File: config.mk
export PLATFORM = sky130hd
export DESIGN_NAME = xcfc_frame_logic
export DESIGN_NICKNAME = d
export VERILOG_FILES = /design/src/rtl/core/xcfc_pkg.sv /design/src/rtl/core/xcfc_frame_logic.sv
export VERILOG_INCLUDE_DIRS = /design/src /design/src/rtl/core
export SDC_FILE = /design/constraint.sdc
export NUM_CORES = 1
export LEC_CHECK = 0
export BUFFER_PORTS_ARGS = -buffer_cell sky130_fd_sc_hd__buf_2
export CELL_PAD_IN_SITES_DETAIL_PLACEMENT = 1
export CELL_PAD_IN_SITES_GLOBAL_PLACEMENT = 2
export CORE_UTILIZATION = 30
export CTS_CLUSTER_DIAMETER = 60
export CTS_CLUSTER_SIZE = 16
export DETAILED_ROUTE_END_ITERATION = 6
export GPL_TIMING_DRIVEN = 0
export PLACE_DENSITY_LB_ADDON = 0.1
export SYNTH_ARGS = -nofsm -noshare
export SYNTH_HDL_FRONTEND = slang
export SYNTH_SLANG_ARGS = --single-unit
File: constraint.sdc
create_clock -name clk -period 4.1 [get_ports clk]
set_input_delay 0 -clock clk [delete_from_list [all_inputs] [get_ports clk]]
set_output_delay 0 -clock clk [all_outputs]
set_load 0.01 [all_outputs]
File: src/rtl/core/xor_checked_frame_checker_defines.svh
// Assertion macros for the frame checker modules.
`ifndef XOR_CHECKED_FRAME_CHECKER_DEFINES_SVH
`define XOR_CHECKED_FRAME_CHECKER_DEFINES_SVH

// The consequent must hold in the same cycle as the antecedent.
`define XCFC_ASSERT_SAME(label, clk, rst_n, ante, cons, msg) \
	label: assert property (@(posedge clk) disable iff (!rst_n) (ante) |-> (cons)) \
		else $error(msg);

// The consequent must hold in the cycle after the antecedent.
`define XCFC_ASSERT_NEXT(label, clk, rst_n, ante, cons, msg) \
	label: assert property (@(posedge clk) disable iff (!rst_n) (ante) |=> (cons)) \
		else $error(msg);

`endif

File: src/rtl/core/xcfc_pkg.sv
`timescale 1ns / 1ps
`default_nettype none

package xcfc_pkg;

	localparam logic [7:0] HEADER_BYTE  = 8'hAF;
	localparam logic [7:0] TRAILER_BYTE = 8'h3C;

	localparam int unsigned POS_W = 4;
	localparam logic [POS_W-1:0] POS_FIRST_ID = 4'd1;
	localparam logic [POS_W-1:0] POS_LAST_ID  = 4'd8;
	localparam logic [POS_W-1:0] POS_TYPE     = 4'd9;
	localparam logic [POS_W-1:0] POS_SAT      = 4'd10;

	typedef enum logic [1:0] {
		ST_VALID       = 2'd0,
		ST_BAD_HEADER  = 2'd1,
		ST_ID_MISMATCH = 2'd2,
		ST_NO_TRAILER  = 2'd3
	} status_t;

	typedef struct packed {
		logic [7:0] rx_byte;
		logic       frame_end;
	} in_item_t;

	typedef struct packed {
		status_t    status;
		logic [7:0] frame_type;
	} result_t;

endpackage

`default_nettype wire

File: src/rtl/core/xcfc_frame_logic.sv
`timescale 1ns / 1ps
`default_nettype none

`include "xor_checked_frame_checker_defines.svh"

module xcfc_frame_logic (
	input  wire logic               clk,
	input  wire logic               arst_n,
	input  wire logic [63:0]        station_id,
	input  wire logic               fire,
	input  wire xcfc_pkg::in_item_t item_s1,
	output logic                    res_valid,
	output xcfc_pkg::result_t       res
);
	import xcfc_pkg::*;

	logic [POS_W-1:0] pos_q;
	logic [7:0]       xor_q;
	logic [7:0]       prev_q;
	logic [7:0]       type_q;
	logic             decided_q;

	logic [7:0] b;
	logic [2:0] id_idx;
	logic [2:0] lane;
	logic [7:0] want;
	logic [7:0] cur_type;
	logic       hit;
	status_t    hit_status;

	assign b = item_s1.rx_byte;

	// Position 1 checks the top byte of the identifier, position 8 the bottom one.
	assign id_idx = 3'(pos_q - POS_FIRST_ID);
	assign lane   = 3'd7 - id_idx;
	assign want   = station_id[{lane, 3'b000} +: 8];

	assign cur_type = (pos_q == POS_TYPE) ? b : type_q;

	always_comb begin
		hit        = 1'b0;
		hit_status = ST_VALID;
		if (pos_q == '0) begin
			if (b != HEADER_BYTE) begin
				hit        = 1'b1;
				hit_status = ST_BAD_HEADER;
			end
		end else if (pos_q inside {[POS_FIRST_ID:POS_LAST_ID]}) begin
			if (b != want) begin
				hit        = 1'b1;
				hit_status = ST_ID_MISMATCH;
			end
		end else begin
			if (b == TRAILER_BYTE && prev_q == xor_q) begin
				hit        = 1'b1;
				hit_status = ST_VALID;
			end
		end
	end

	always_comb begin
		res_valid      = 1'b0;
		res.status     = ST_VALID;
		res.frame_type = 8'h00;
		if (fire && !decided_q) begin
			if (hit) begin
				res_valid      = 1'b1;
				res.status     = hit_status;
				res.frame_type = (hit_status == ST_VALID) ? cur_type : 8'h00;
			end else if (item_s1.frame_end) begin
				res_valid  = 1'b1;
				res.status = ST_NO_TRAILER;
			end
		end
	end

	always_ff @(posedge clk or negedge arst_n) begin
		if (!arst_n) begin
			pos_q     <= '0;
			xor_q     <= 8'h00;
			prev_q    <= 8'h00;
			type_q    <= 8'h00;
			decided_q <= 1'b0;
		end else if (fire) begin
			if (item_s1.frame_end) begin
				pos_q     <= '0;
				xor_q     <= 8'h00;
				prev_q    <= 8'h00;
				type_q    <= 8'h00;
				decided_q <= 1'b0;
			end else if (!decided_q) begin
				if (res_valid) begin
					decided_q <= 1'b1;
				end
				if (pos_q == POS_TYPE) begin
					type_q <= b;
				end
				// The running XOR lags two bytes behind the current one.
				if (pos_q >= 4'd2) begin
					xor_q <= xor_q ^ prev_q;
				end
				prev_q <= b;
				if (pos_q < POS_SAT) begin
					pos_q <= pos_q + 4'd1;
				end
			end
		end
	end

	`XCFC_ASSERT_SAME(a_no_result_after_decision, clk, arst_n, fire && decided_q, !res_valid, "result after frame already decided")
	`XCFC_ASSERT_SAME(a_result_only_on_fire, clk, arst_n, res_valid, fire, "result without a byte in progress")
	`XCFC_ASSERT_SAME(a_valid_needs_trailer, clk, arst_n, res_valid && res.status == ST_VALID, b == TRAILER_BYTE && pos_q >= POS_TYPE, "valid frame without trailer byte")
	`XCFC_ASSERT_NEXT(a_frame_end_clears, clk, arst_n, fire && item_s1.frame_end, pos_q == '0 && !decided_q && xor_q == 8'h00, "frame state not cleared after frame end")

endmodule

`default_nettype wire

=== Word level (Yosys, flattened, before mapping) ===
Index checks and enable logic that the tools add are counted.

* Register bits: 29
* Bits of input ports: 76
* Output and inout bits: 11
* Word-level logic and storage cells: 62

* Add/subtract/negate cells: 3
* Order comparisons: 4
* Equal/unequal tests: 6
* Shift-type cells: 1
* Mux-type cells: 31
* Bitwise gates (word level): 1
* Reduce and logical (&&, ||, !) cells: 11

{| class="wikitable"
|+ Operators with widths
! kind !! number
|-
| two-way mux 8 bit || 10
|-
| variable part select 64 x 7 -> 8 bit || 1
|-
| two-way mux 1 bit || 12
|-
| two-way mux 4 bit || 3
|-
| two-way mux 10 bit || 1
|-
| two-way mux 2 bit || 5
|-
| equality test 8 x 6 -> 1 bit, second input constant || 1
|-
| equality test 8 bit || 1
|-
| != test 8 bit || 1
|-
| != test 8 bit, second input constant || 1
|-
| XOR 8 bit || 1
|-
| AND reduction 3 bit || 2
|-
| adder 4 x 1 -> 4 bit, second input constant || 1
|-
| equality test 4 bit, second input constant || 1
|-
| >= comparator 4 x 1 -> 1 bit, second input constant || 1
|-
| >= comparator 4 x 2 -> 1 bit, second input constant || 1
|-
| <= comparator 4 bit, second input constant || 1
|-
| zero test 4 bit || 1
|-
| less-than comparator 4 bit, second input constant || 1
|-
| nonzero test 2 bit || 2
|-
| logical AND 1 bit || 3
|-
| subtractor 3 x 1 -> 3 bit, second input constant || 1
|-
| subtractor 3 bit, first input constant || 1
|-
| zero test 2 bit || 1
|-
| 3 further kinds || 3
|}

=== Longest topological paths before layout ===
Gate-level depths: netlist of run 1.

* Depth after elaboration: 12
* Mapped depth: 11
* Depth with buffers taken out: 8

=== Worst setup path before layout of run 1 ===
OpenSTA, ideal clock, no wires.

* Path kind: register to register
* From: register pos_q[0]
* To: register decided_q
* Library setup time: 124 ps
* Arrival time: 2405 ps
* Required time: 3976 ps
* Slack: 1571 ps
* Cell stages (with the launch flop): 12
* Path buffers: 3
* Period minus slack after synthesis: 2529 ps
* Path through: dfrtp_1 -> buf_2 -> inv_1 -> ha_1 -> buf_2 -> buf_2 -> mux4_2 -> xnor2_1 -> nand4_1 -> nor2_1 -> o32ai_2 -> o31a_1

* Longest elaborated chain between the ends: 12
* Elaborated cells on any way between the ends: 16
* Classes of those cells: add/sub (2); order compare (2); eq/ne (1); shift (1); mux (8); reduce/logical (2)

{| class="wikitable"
|+ RTL lines
! what !! RTL line !! RTL
|-
| start: declaration || xcfc_frame_logic.sv:17 || <nowiki>logic [POS_W-1:0] pos_q;</nowiki>
|-
| start signal: assignment || xcfc_frame_logic.sv:104 || <nowiki>pos_q <= pos_q + 4'd1;</nowiki>
|-
| subtractor 3 x 1 -> 3 bit || xcfc_frame_logic.sv:34 || <nowiki>assign id_idx = 3'(pos_q - POS_FIRST_ID);</nowiki>
|-
| subtractor 3 bit || xcfc_frame_logic.sv:35 || <nowiki>assign lane = 3'd7 - id_idx;</nowiki>
|-
| variable part select 64 x 7 -> 8 bit || xcfc_frame_logic.sv:36 || <nowiki>assign want = station_id[{lane, 3'b000} +: 8];</nowiki>
|-
| != test 8 bit || xcfc_frame_logic.sv:49 || <nowiki>if (b != want) begin</nowiki>
|-
| two-way mux 1 bit || xcfc_frame_logic.sv:49 ||
|-
| two-way mux 1 bit || xcfc_frame_logic.sv:48 || <nowiki>end else if (pos_q inside {[POS_FIRST_ID:POS_LAST_ID]}) begin</nowiki>
|-
| two-way mux 1 bit (*) || xcfc_frame_logic.sv:43 || <nowiki>if (pos_q == '0) begin</nowiki>
|-
| two-way mux 1 bit (*) || xcfc_frame_logic.sv:66 || <nowiki>if (hit) begin</nowiki>
|-
| two-way mux 1 bit (*) || xcfc_frame_logic.sv:65 || <nowiki>if (fire && !decided_q) begin</nowiki>
|-
| two-way mux 1 bit (*) || xcfc_frame_logic.sv:92 || <nowiki>if (res_valid) begin</nowiki>
|-
| two-way mux 1 bit (*) || xcfc_frame_logic.sv:91 || <nowiki>end else if (!decided_q) begin</nowiki>
|-
| two-way mux 1 bit (*) || xcfc_frame_logic.sv:85 || <nowiki>if (item_s1.frame_end) begin</nowiki>
|-
| end signal: assignment || xcfc_frame_logic.sv:83 || <nowiki>decided_q <= 1'b0;</nowiki>
|-
| end signal: assignment || xcfc_frame_logic.sv:90 || <nowiki>decided_q <= 1'b0;</nowiki>
|-
| end signal: assignment || xcfc_frame_logic.sv:93 || <nowiki>decided_q <= 1'b1;</nowiki>
|-
| end: declaration || xcfc_frame_logic.sv:21 || <nowiki>logic decided_q;</nowiki>
|}

Every way passes the cells marked *; elsewhere a longest branch is shown, timed or not.
A chain may end at the register's enable or synchronous reset.

=== Worst setup path in the final report of run 1 ===
* From: register pos_q[0]
* To: output res_valid

* Longest elaborated chain between the ends: 9
* Elaborated cells on any way between the ends: 13
* Classes of those cells: add/sub (2); order compare (2); eq/ne (1); shift (1); mux (5); reduce/logical (2)

{| class="wikitable"
|+ RTL lines
! what !! RTL line !! RTL
|-
| subtractor 3 x 1 -> 3 bit || xcfc_frame_logic.sv:34 ||
|-
| subtractor 3 bit || xcfc_frame_logic.sv:35 ||
|-
| variable part select 64 x 7 -> 8 bit || xcfc_frame_logic.sv:36 ||
|-
| != test 8 bit || xcfc_frame_logic.sv:49 ||
|-
| two-way mux 1 bit || xcfc_frame_logic.sv:49 ||
|-
| two-way mux 1 bit || xcfc_frame_logic.sv:48 ||
|-
| two-way mux 1 bit (*) || xcfc_frame_logic.sv:43 ||
|-
| two-way mux 1 bit (*) || xcfc_frame_logic.sv:66 ||
|-
| two-way mux 1 bit (*) || xcfc_frame_logic.sv:65 ||
|-
| end: declaration || xcfc_frame_logic.sv:12 || <nowiki>output logic res_valid,</nowiki>
|}

Marks and branches as above.

==> reports/metrics.yaml, run 1 <==
status:
  outcome: "finished clean"
critical_path:
  r2r_start: "pos_q[0]$_DFFE_PN0P_"
  endpoint_kind: "output pin"
  reg2reg_to: "decided_q$_DFFE_PN0P_"
  startpoint_type: "flop"
  r2r_setup_slack_ns: 1.02
  cp.arrival_ns: 3.40
  crit_required_ns: 4.10
  cp_max_fo: 10
  critical_path_class: "flop to output pin"
  ff2ff_path_depth: 11
worst_hold_path:
  min_path_cells: 2
  whs_endpoint: "prev_q[6]$_DFFE_PN0P_"
  hold_path_class: "primary input to flop"
  hp-start: "item_s1[7]"
synth:
  ys.warnings.count: 0
  synth_edf_count: 0
  synthTopCellsByCount: "29 x dfrtp_1, 20 x nand2_1, 16 x a22o_1, 16 x mux4_2, 16 x xnor2_1"
  syn_avg_cell_area_um2: 10.2
  synth_ff_type: "dfrtp_1"
  synth-seq-cells: 29
  yosysTopAreaCell: "dfrtp_1"
  ys_seq_area_share_pct: 32.2
  synth_cell_types: 40
  syn_area_um2: 2250
  synth_top_area_share_pct: 32.2
  async_flop_share_pct: 100
  synthTopCellsByArea: "dfrtp_1 32%, mux4_2 16%, a22o_1 6.2%"
  syn_inst: 220
  yosysMostFrequentCell: "dfrtp_1"
  syn-num-nets: 300
timing:
  slew_viol_final: 0
  tightest_slew_ns: 0.714
  hold_viol_final: 0
  fmax_mhz: 294
  fin_skew_ns: 0.00904
  setup_viol: 0
  min_period_ns: 3.40
  relSlewSlack_pct: 52.1
  grt_setup_unrepaired: "no"
  period_share_pct: 82.8
  tns_ns: 0
power_and_ir_drop:
  swShare_pct: 39.1
  p_per_area_nw_per_um2: 468
  leakagePower_nw: 1.35
  power_frac_comb_pct: 54.6
  clkPwrFrac_pct: 17.3
  seq_power_share_pct: 28.0
  p_switching_uw: 527
  total_power_mw: 1.35
  irDropWorstVdd_mv: 0.146
  p_int_uw: 819
cts:
  clk-insertion-delay-late_ns: 0.29
  cts-root-buf: "clkbuf_8"
  ctsResizeCount: 0
  cts_tree: "built"
  clock_sinks: 29
  path_clk_slew_ns: 0.07
  cts_buffer_depth: 2
  cts_buffers: 5
  htree_levels: 2
grt:
  antenna_found_initial: 0
  overflow: 0
  grt_pass1_vias: 2186
  grt_pass1_wl_um: 11800
  grt_max_degree: 30
  grtUsageTotal_pct: 20.7
placement:
  dpl_cell_area_um2: 2770
  detailed_place_hpwl_um: 5700
  io_buffers: 79
  gp_congestion: 0.787
detailed_routing:
  route.detailed.drc: 0
  wl_met3_um: 379
  dr.max_layer_used: "met4"
  num_vias: 2072
  viasPerCell: 5.08
  wirelength_um: 7270
  antenna_left: 0
  wl_met1_um: 3390
  wl_per_cell_um: 17.8
  wl_met2_um: 3440
  drt_first_pass_iters: 4
  drt_iter0_drc: 76
finish:
  fill_cells: 877
  nNetsFinal: 388
  layout-area-overhead-vs-synth_pct: 27.6
  regArea_um2: 726
  multi_input_area_um2: 1420
  postLayoutCellArea_um2: 2880
  drive_above_1_share_pct: 39.5
  antenna_cells: 0
job:
  maxCapViolations: 0
die:
  start_util_pct: 31.1
  dieArea_um2: 7870
  boundaryPins: 87
  fp.dieW_um: 88.7
  fp.dieH_um: 88.7
  row_count: 31
  core-area_um2: 7250
## worst max-delay path, stage by stage (launching register included)
cell and delay (ns):
dfrtp_1 0.40, buf_2 0.31, inv_1 0.11, ha_1 0.29, buf_2 0.23, buf_2 0.29
mux4_2 0.34, xnor2_1 0.18, nand4_1 0.17, nor2_1 0.20, o32ai_2 0.15, o31a_1 0.29
buf_2 0.14
## how the worst max path moves through the flow
stage                    startpoint                    end  slack (ns)  depth (start not counted)
6_report       pos_q[0]$_DFFE_PN0P_              res_valid        0.70                         12
5_1_grt        pos_q[0]$_DFFE_PN0P_              res_valid        0.42                         12
4_1_cts        pos_q[0]$_DFFE_PN0P_              res_valid        0.66                         12
3_5_place_dp   pos_q[0]$_DFFE_PN0P_              res_valid         1.0                         12
3_3_place_gp   pos_q[0]$_DFFE_PN0P_              res_valid        1.05                         12
2_1_floorplan  pos_q[0]$_DFFE_PN0P_  decided_q$_DFFE_PN0P_        1.57                         11
## power groups by stage
| stage | registers (mW) | clock network, mW | logic [mW] |
|---|---|---|---|
| finish | 0.377 | 0.233 | 0.736 |
| global route | 0.384 | 0.249 | 0.815 |
| CTS | 0.375 | 0.239 | 0.748 |
| detailed placement | 0.380 | 0 | 0.743 |
| global placement | 0.380 | 0 | 0.739 |
| floorplan | 0.366 | 0 | 0.574 |
## cell families (layout without fill, tap and decap cells)
kind of cell	after synthesis	after routing	share of synthesized area (%)
AND/OR/NAND/NOR	62	62	14.5
AO/OA/AOI/OAI	54	54	17.2
flip-flops	29	29	32.2
XOR/XNOR	24	24	9.32
multiplexers	24	24	19.5
buffers and inverters	23	112	4.99
adder cells (fa/ha/maj)	4	4	2.22
## layer usage
metal / vias up / GRT usage, %
li1: 994 / -
met1: 1015 / 27.3
met2: 57 / 34.8
met3: 6 / 5.13
met4: 0 / 3.96
met5: - / 0
## layout make-up
class                   instances  area share, %
plain buffers                  17           3.13
clock buffers                   6           2.52
clock inverters                 2          0.348
inverters                       6          0.783
multi-input cells             168           49.2
flip-flops and latches         29           25.2
well taps                      99           4.31
repair buffers                 81           14.4
## stage by stage
step / hold WS (ns) / setup slack [ns] / instances / utilization, %
2_1_floorplan: -0.296 / 1.57 / 220 / -
3_3_place_gp: 0.0912 / 1.05 / 398 / 38.2
3_5_place_dp: 0.0710 / 0.998 / 398 / 38.2
4_1_cts: 0.103 / 0.659 / 408 / 39.7
5_1_grt: 0.127 / 0.421 / 408 / 39.7
6_report: 0.103 / 0.703 / 408 / 39.7
## flip-flops by register name, indices dropped and copies added, names as in the netlist
register and flops:
xor_q 8, prev_q 8, decided_q 1, pos_q 4
type_q 8
## cell usage in the layout, fill, tap and decap left out, types with 2 or more instances in the layout
cell and instances:
buf_2 85, dfrtp_1 29, nand2_1 20, mux4_2 16, xnor2_1 16, a22o_1 16
nor2_1 11, o21ai_1 10, clkbuf_1 9, o21ai_0 9, xor2_1 8, mux2i_1 8
nor2_2 7, inv_1 6, a21oi_1 5, clkbuf_8 5, nand4_1 4, nor2b_1 4
ha_1 4, nand4b_1 3, nor3_1 3, nor4_1 3, buf_6 2, o31a_1 2
o21a_1 2, and3_1 2, a32o_1 2, clkinv_2 2, dlygate4sd3_1 2
## timing repair
item                      CTS  global route
hold endpoints to repair   30             0
setup buffers               0             0
hold buffers                2             0
Power figures use the tool's default switching activity.
==> inputs of run 2 (changes only) <==
- CORE_UTILIZATION: 30 -> 26
- clock period: 4.1 -> 3 ns (I/O delays scaled with it)
==> reports/metrics.yaml, run 2 (synthesis results as in run 1) <==
status:
  outcome: "finished clean"  # unchanged
cts:
  cts-root-buf: "clkbuf_8"  # unchanged
  cts_buffer_depth: 2  # unchanged
  cts_tree: "built"  # unchanged
  clock_sinks: 29  # unchanged
  htree_levels: 2  # unchanged
  cts_buffers: 5  # unchanged
  path_clk_slew_ns: 0.07  # about the same
  clk-insertion-delay-late_ns: 0.29  # about the same
die:
  fp.dieH_um: 95.1  # was 88.7 um
  start_util_pct: 27.2  # was 31.1%
  boundaryPins: 87  # unchanged
  fp.dieW_um: 95.1  # was 88.7 um
  dieArea_um2: 9050  # was 7870 um2
  row_count: 33  # was 31
  core-area_um2: 8300  # was 7250 um2
critical_path:
  path_depth: 12  # unchanged
  critical_path_class: "flop to output pin"  # unchanged
  crit_path_end: "res_valid"  # unchanged
  ff2ff_path_depth: 11  # unchanged
  cp_max_fo: 10  # unchanged
  cp.arrival_ns: 2.80  # was 3.40 ns
  r2r_start: "pos_q[0]$_DFFE_PN0P_"  # unchanged
  crit_chain: "buf_8, inv_1, ha_1, buf_6, buf_8, mux4_2, xnor2_1, nand4_1, nor2_2, o32ai_4, o31a_1, buf_2"  # was buf_2, inv_1, ha_1, buf_2, buf_2, mux4_2, xnor2_1, nand4_1, nor2_1, o32ai_2, o31a_1, buf_2
  r2r_setup_slack_ns: 0.51  # was 1.02 ns
  slowest_stage: "dfrtp_1"  # unchanged
  startpoint_type: "flop"  # unchanged
  crit_required_ns: 3.00  # was 4.10 ns
  critPathBufInv: 5  # unchanged
  reg2reg_to: "decided_q$_DFFE_PN0P_"  # unchanged
  crit_family: "buffers and inverters"  # unchanged
  cpPeakStageDelay_ns: 0.39  # was 0.40 ns
  critPathLaunch: "pos_q[0]$_DFFE_PN0P_"  # unchanged
  crit_top_cell: "buf_8"  # was buf_2
  endpoint_kind: "output pin"  # unchanged
placement:
  pre_cts_ws_ns: -0.109  # was 0.998 ns
  io_buffers: 79  # unchanged
  gp_congestion: 0.744  # was 0.787
  detailed_place_hpwl_um: 5690  # was 5700 um
timing:
  fmax_mhz: 358
  tightest_slew_ns: 0.783  # was 0.714 ns
  grt_setup_unrepaired: "no"  # unchanged
  postLayoutSetupSlackWorst_ns: 0.204  # was 0.703 ns
  relSlewSlack_pct: 47.5  # was 52.1%
  tns_ns: 0  # unchanged
  fin_skew_ns: 0.00446  # was 0.00904 ns
  slew_viol_final: 0  # unchanged
  setup_viol: 0  # unchanged
  hold_viol_final: 0  # unchanged
  min_period_ns: 2.80
  period_share_pct: 93.2
detailed_routing:
  wl_met3_um: 530  # was 379 um
  num_vias: 2126  # was 2072
  wirelength_um: 7430  # was 7270 um
  viasPerCell: 5.10  # was 5.08
  wl_per_cell_um: 17.8  # about the same
  wl_met2_um: 3490  # was 3440 um
  drt_first_pass_iters: 4  # unchanged
  antenna_left: 0  # unchanged
  dr.max_layer_used: "met4"  # unchanged
  wl_met1_um: 3310  # was 3390 um
  drt_iter0_drc: 79  # was 76
  route.detailed.drc: 0  # unchanged
job:
  maxCapViolations: 0  # unchanged
finish:
  antenna_cells: 0  # unchanged
  final_common_cell: "buf_2"  # unchanged
  postLayoutCoreUtil_pct: 35.5  # was 39.7%
  nNetsFinal: 391  # was 388
  drive_above_1_share_pct: 41.3  # was 39.5%
  final_cell_mix: "82 x buf_2, 29 x dfrtp_1, 20 x nand2_1"  # was 85 x buf_2, 29 x dfrtp_1, 20 x nand2_1
  layout-area-overhead-vs-synth_pct: 30.9  # was 27.6%
  largestRegisters: "prev_q: 8 flops, type_q: 8 flops, xor_q: 8 flops"  # unchanged
grt:
  grt_max_degree: 30  # unchanged
  grtUsageTotal_pct: 18.3  # was 20.7%
  grt_pass1_wl_um: 12300  # was 11800 um
  overflow: 0  # unchanged
  antenna_found_initial: 0  # unchanged
  grt_pass1_vias: 2377  # was 2186
power_and_ir_drop:
  irDropWorstVdd_mv: 0.366  # was 0.146 mV
  p_per_area_nw_per_um2: 658  # was 468 nW/um2
  leakagePower_nw: 1.38  # was 1.35 nW
worst_hold_path:
  hold_path_class: "primary input to flop"  # unchanged
==> run 2: cell types whose count changed in the layout (fill, tap and decap cells not counted), moves of 2 or more <==
| cell | before | now |
|---|---|---|
| buf_2 | 85 | 82 |
| buf_4 | 1 | 5 |
| buf_8 | 0 | 2 |
| nor2_1 | 11 | 9 |
| nor2_2 | 7 | 9 |
==> run 2: worst min-delay path by stage <==
stage | end | start | cells past startpoint
6_report | type_q[7]$_DFFE_PN0P_ | item_s1[8] | 2
3_5_place_dp | xor_q[6]$_DFFE_PN0P_ | arst_n | 1
4_1_cts | type_q[7]$_DFFE_PN0P_ | item_s1[8] | 2
2_1_floorplan | decided_q$_DFFE_PN0P_ | arst_n | 0
3_3_place_gp | decided_q$_DFFE_PN0P_ | arst_n | 1
5_1_grt | type_q[7]$_DFFE_PN0P_ | item_s1[8] | 2
==> run 2: per-layer routing <==
metal	vias to the layer above	track usage, %
li1	997	-
met1	1027	23.9
met2	94	29.9
met3	8	4.55
met4	0	4.80
met5	-	0
==> run 2: timing repair <==
item / in CTS / in global routing
setup endpoints to repair: 4 / 3
hold endpoints to repair: 29 / 0
setup buffers: 1 / 3
resized for setup: 8 / 3
hold buffers: 1 / 0
pin swaps: 0 / 2
==> run 2: area by class of cell <==
class	instances	area [um2]
buffer	17	116
clock buffer	5	68.8
clock inverter	3	17.5
fill	990	5350
inverter	6	22.5
multi-input combinational	168	1430
sequential	29	726
tap	105	131
timing repair buffer	84	435
==> run 2: where the power goes <==
group	internal (mW)	switching, mW
Sequential	0.445	0.0640
Clock	0.160	0.162
Combinational	0.591	0.521
Total	1.20	0.746
==> run 2: metrics by stage <==
stage / cells / hold WS [ns] / cell area [um2] / total power [mW]
finish: 417 / 0.0108 / 2950 / 1.94
floorplan: 220 / -0.296 / 2250 / 1.28
global route: 417 / 0.0156 / 2950 / 2.10
CTS: 414 / 0.00443 / 2920 / 1.93
detailed placement: 404 / 0.0999 / 2780 / 1.55
global placement: 404 / 0.0942 / 2780 / 1.54
==> inputs of run 3 (changes only) <==
- CORE_ASPECT_RATIO: unset -> 1.2
==> reports/metrics.yaml, run 3 (synthesis results as in run 1) <==
timing:
  min_period_ns: 2.79  # was 2.80 ns
  hold_viol_final: 0  # unchanged
  grt_setup_unrepaired: "no"  # unchanged
  slew_viol_final: 0  # unchanged
  tightest_slew_ns: 0.751  # was 0.783 ns
  period_share_pct: 93.1  # was 93.2%
  setup_viol: 0  # unchanged
  fmax_mhz: 358  # about the same
  fin_skew_ns: 0.00884  # was 0.00446 ns
  relSlewSlack_pct: 49.6  # was 47.5%
grt:
  grt_pass1_vias: 2396  # was 2377
  grt_pass1_wl_um: 12300  # about the same
  grtUsageTotal_pct: 17.7  # was 18.3%
  antenna_found_initial: 0  # unchanged
  grt_max_degree: 30  # unchanged
  overflow: 0  # unchanged
finish:
  nNetsFinal: 394  # was 391
  final_cell_mix: "82 x buf_2, 29 x dfrtp_1, 20 x nand2_1"  # unchanged
  drive_above_1_share_pct: 41.6  # was 41.3%
  largestRegisters: "prev_q: 8 flops, type_q: 8 flops, xor_q: 8 flops"  # unchanged
  final-instance-count-excl-fill: 429  # was 417
  final_common_cell: "buf_2"  # unchanged
  layout-area-overhead-vs-synth_pct: 34.6  # was 30.9%
  antenna_cells: 0  # unchanged
cts:
  htree_levels: 2  # unchanged
  cts_buffer_depth: 2  # unchanged
  cts_tree: "built"  # unchanged
  clock_sinks: 29  # unchanged
  path_clk_slew_ns: 0.07  # about the same
  cts_buffers: 5  # unchanged
  clk-insertion-delay-late_ns: 0.29  # about the same
  cts-root-buf: "clkbuf_8"  # unchanged
status:
  outcome: "finished clean"  # unchanged
detailed_routing:
  route.detailed.drc: 0  # unchanged
  drt_first_pass_iters: 4  # unchanged
  wirelength_um: 7360  # was 7430 um
  drt_iter0_drc: 78  # was 79
  wl_per_cell_um: 17.2  # was 17.8 um
  num_vias: 2149  # was 2126
  antenna_left: 0  # unchanged
  viasPerCell: 5.01  # was 5.10
job:
  maxCapViolations: 0  # unchanged
power_and_ir_drop:
  total_power_mw: 2.15  # was 1.94 mW
  irDropWorstVdd_mv: 0.341  # was 0.366 mV
  p_per_area_nw_per_um2: 707  # was 658 nW/um2
  leakagePower_nw: 1.41  # was 1.38 nW
critical_path:
  cp.arrival_ns: 2.79  # was 2.80 ns
  crit_required_ns: 3.00  # about the same
  cp_max_fo: 10  # unchanged
  endpoint_kind: "output pin"  # unchanged
  startpoint_type: "flop"  # unchanged
  critical_path_class: "flop to output pin"  # unchanged
die:
  core-area_um2: 8240  # was 8300 um2
  row_count: 36  # was 33
  fp.dieW_um: 87.0  # was 95.1 um
  fp.dieH_um: 104  # was 95.1 um
  dieArea_um2: 9050  # about the same
  start_util_pct: 27.4  # was 27.2%
  boundaryPins: 87  # unchanged
worst_hold_path:
  hold_path_class: "primary input to flop"  # unchanged
placement:
  detailed_place_hpwl_um: 5660  # was 5690 um
  io_buffers: 79  # unchanged
  gp_congestion: 0.721  # was 0.744
  dpl.cell_count: 413  # was 404
==> run 3: cell count changes in the layout (fill, tap and decap cells not counted) <==
cell and delta:
buf_4 +2, clkinv_2 -1, clkinvlp_4 -1, dlygate4sd3_1 +1
bufinv_16 +2
==> run 3: path summary, 6_finish.rpt <==
path | from | to | slack [ns] | cells past startpoint
worst min register to register | xor_q[4]$_DFFE_PN0P_ | xor_q[4]$_DFFE_PN0P_ | 0.50 | 1
worst max-delay path | pos_q[0]$_DFFE_PN0P_ | res_valid | 0.21 | 12
min in group asynchronous | arst_n | xor_q[0]$_DFFE_PN0P_ | 0.30 | 2
worst min-delay path | item_s1[1] | prev_q[0]$_DFFE_PN0P_ | 0.1 | 2
max in group asynchronous | arst_n | prev_q[5]$_DFFE_PN0P_ | 2.25 | 2
worst max register to register | pos_q[0]$_DFFE_PN0P_ | decided_q$_DFFE_PN0P_ | 0.51 | 11
==> run 3: cell type report <==
cell class	instances	area, um2
Timing Repair Buffer	87	460
Clock buffer	5	68.8
Sequential cell	29	726
Inverter	6	22.5
Multi-Input combinational cell	168	1430
Clock inverter	3	65.1
Tap cell	114	143
Fill cell	990	5210
Buffer	17	116
==> run 3: timing repair <==
action	4_1_cts	5_1_grt
resized for setup	7	4
endpoints found under the hold margin	30	0
buffers inserted	1	5
cloned	0	0
hold buffers	2	0
setup endpoints to repair	4	3
pin swaps	0	1
==> run 3: worst max-delay path: stages, from the launching register on <==
cell and delay (ns):
dfrtp_1 0.39, buf_8 0.12, inv_1 0.05, ha_1 0.28
buf_6 0.14, buf_8 0.15, mux4_2 0.32, xnor2_1 0.15
nand4_1 0.14, nor2_2 0.18, o32ai_4 0.13, o31a_1 0.29
buf_2 0.13
==> run 3: power by group <==
group / leakage (nW) / switching [mW] / internal (mW)
Clock: 0.0681 / 0.174 / 0.330
Combinational: 0.950 / 0.525 / 0.605
Sequential: 0.396 / 0.0682 / 0.444
Total: 1.41 / 0.767 / 1.38
==> run 3: metal layers <==
layer	share of wire (%)	track usage, %	wire (um)	up-vias
li1	-	-	-	1001
met3	5.7	3.41	417	6
met5	0	0	0	-
met1	43	21.4	3150	1064
met4	1.2	4.64	90	0
met2	50	31.6	3700	78
==> run 3: through the flow <==
stage / util [%] / cell area, um2 / TNS [ns] / setup WS [ns] / hold WS (ns)
2_1_floorplan: - / 2250 / 0 / 0.471 / -0.296
3_3_place_gp: 33.9 / 2790 / -0.304 / -0.111 / 0.0933
3_5_place_dp: 33.9 / 2790 / -0.310 / -0.0919 / 0.0986
4_1_cts: 36.2 / 2980 / 0 / 0.0430 / 0.109
5_1_grt: 36.8 / 3030 / 0 / 0.00980 / 0.124
6_report: 36.8 / 3030 / 0 / 0.206 / 0.0983
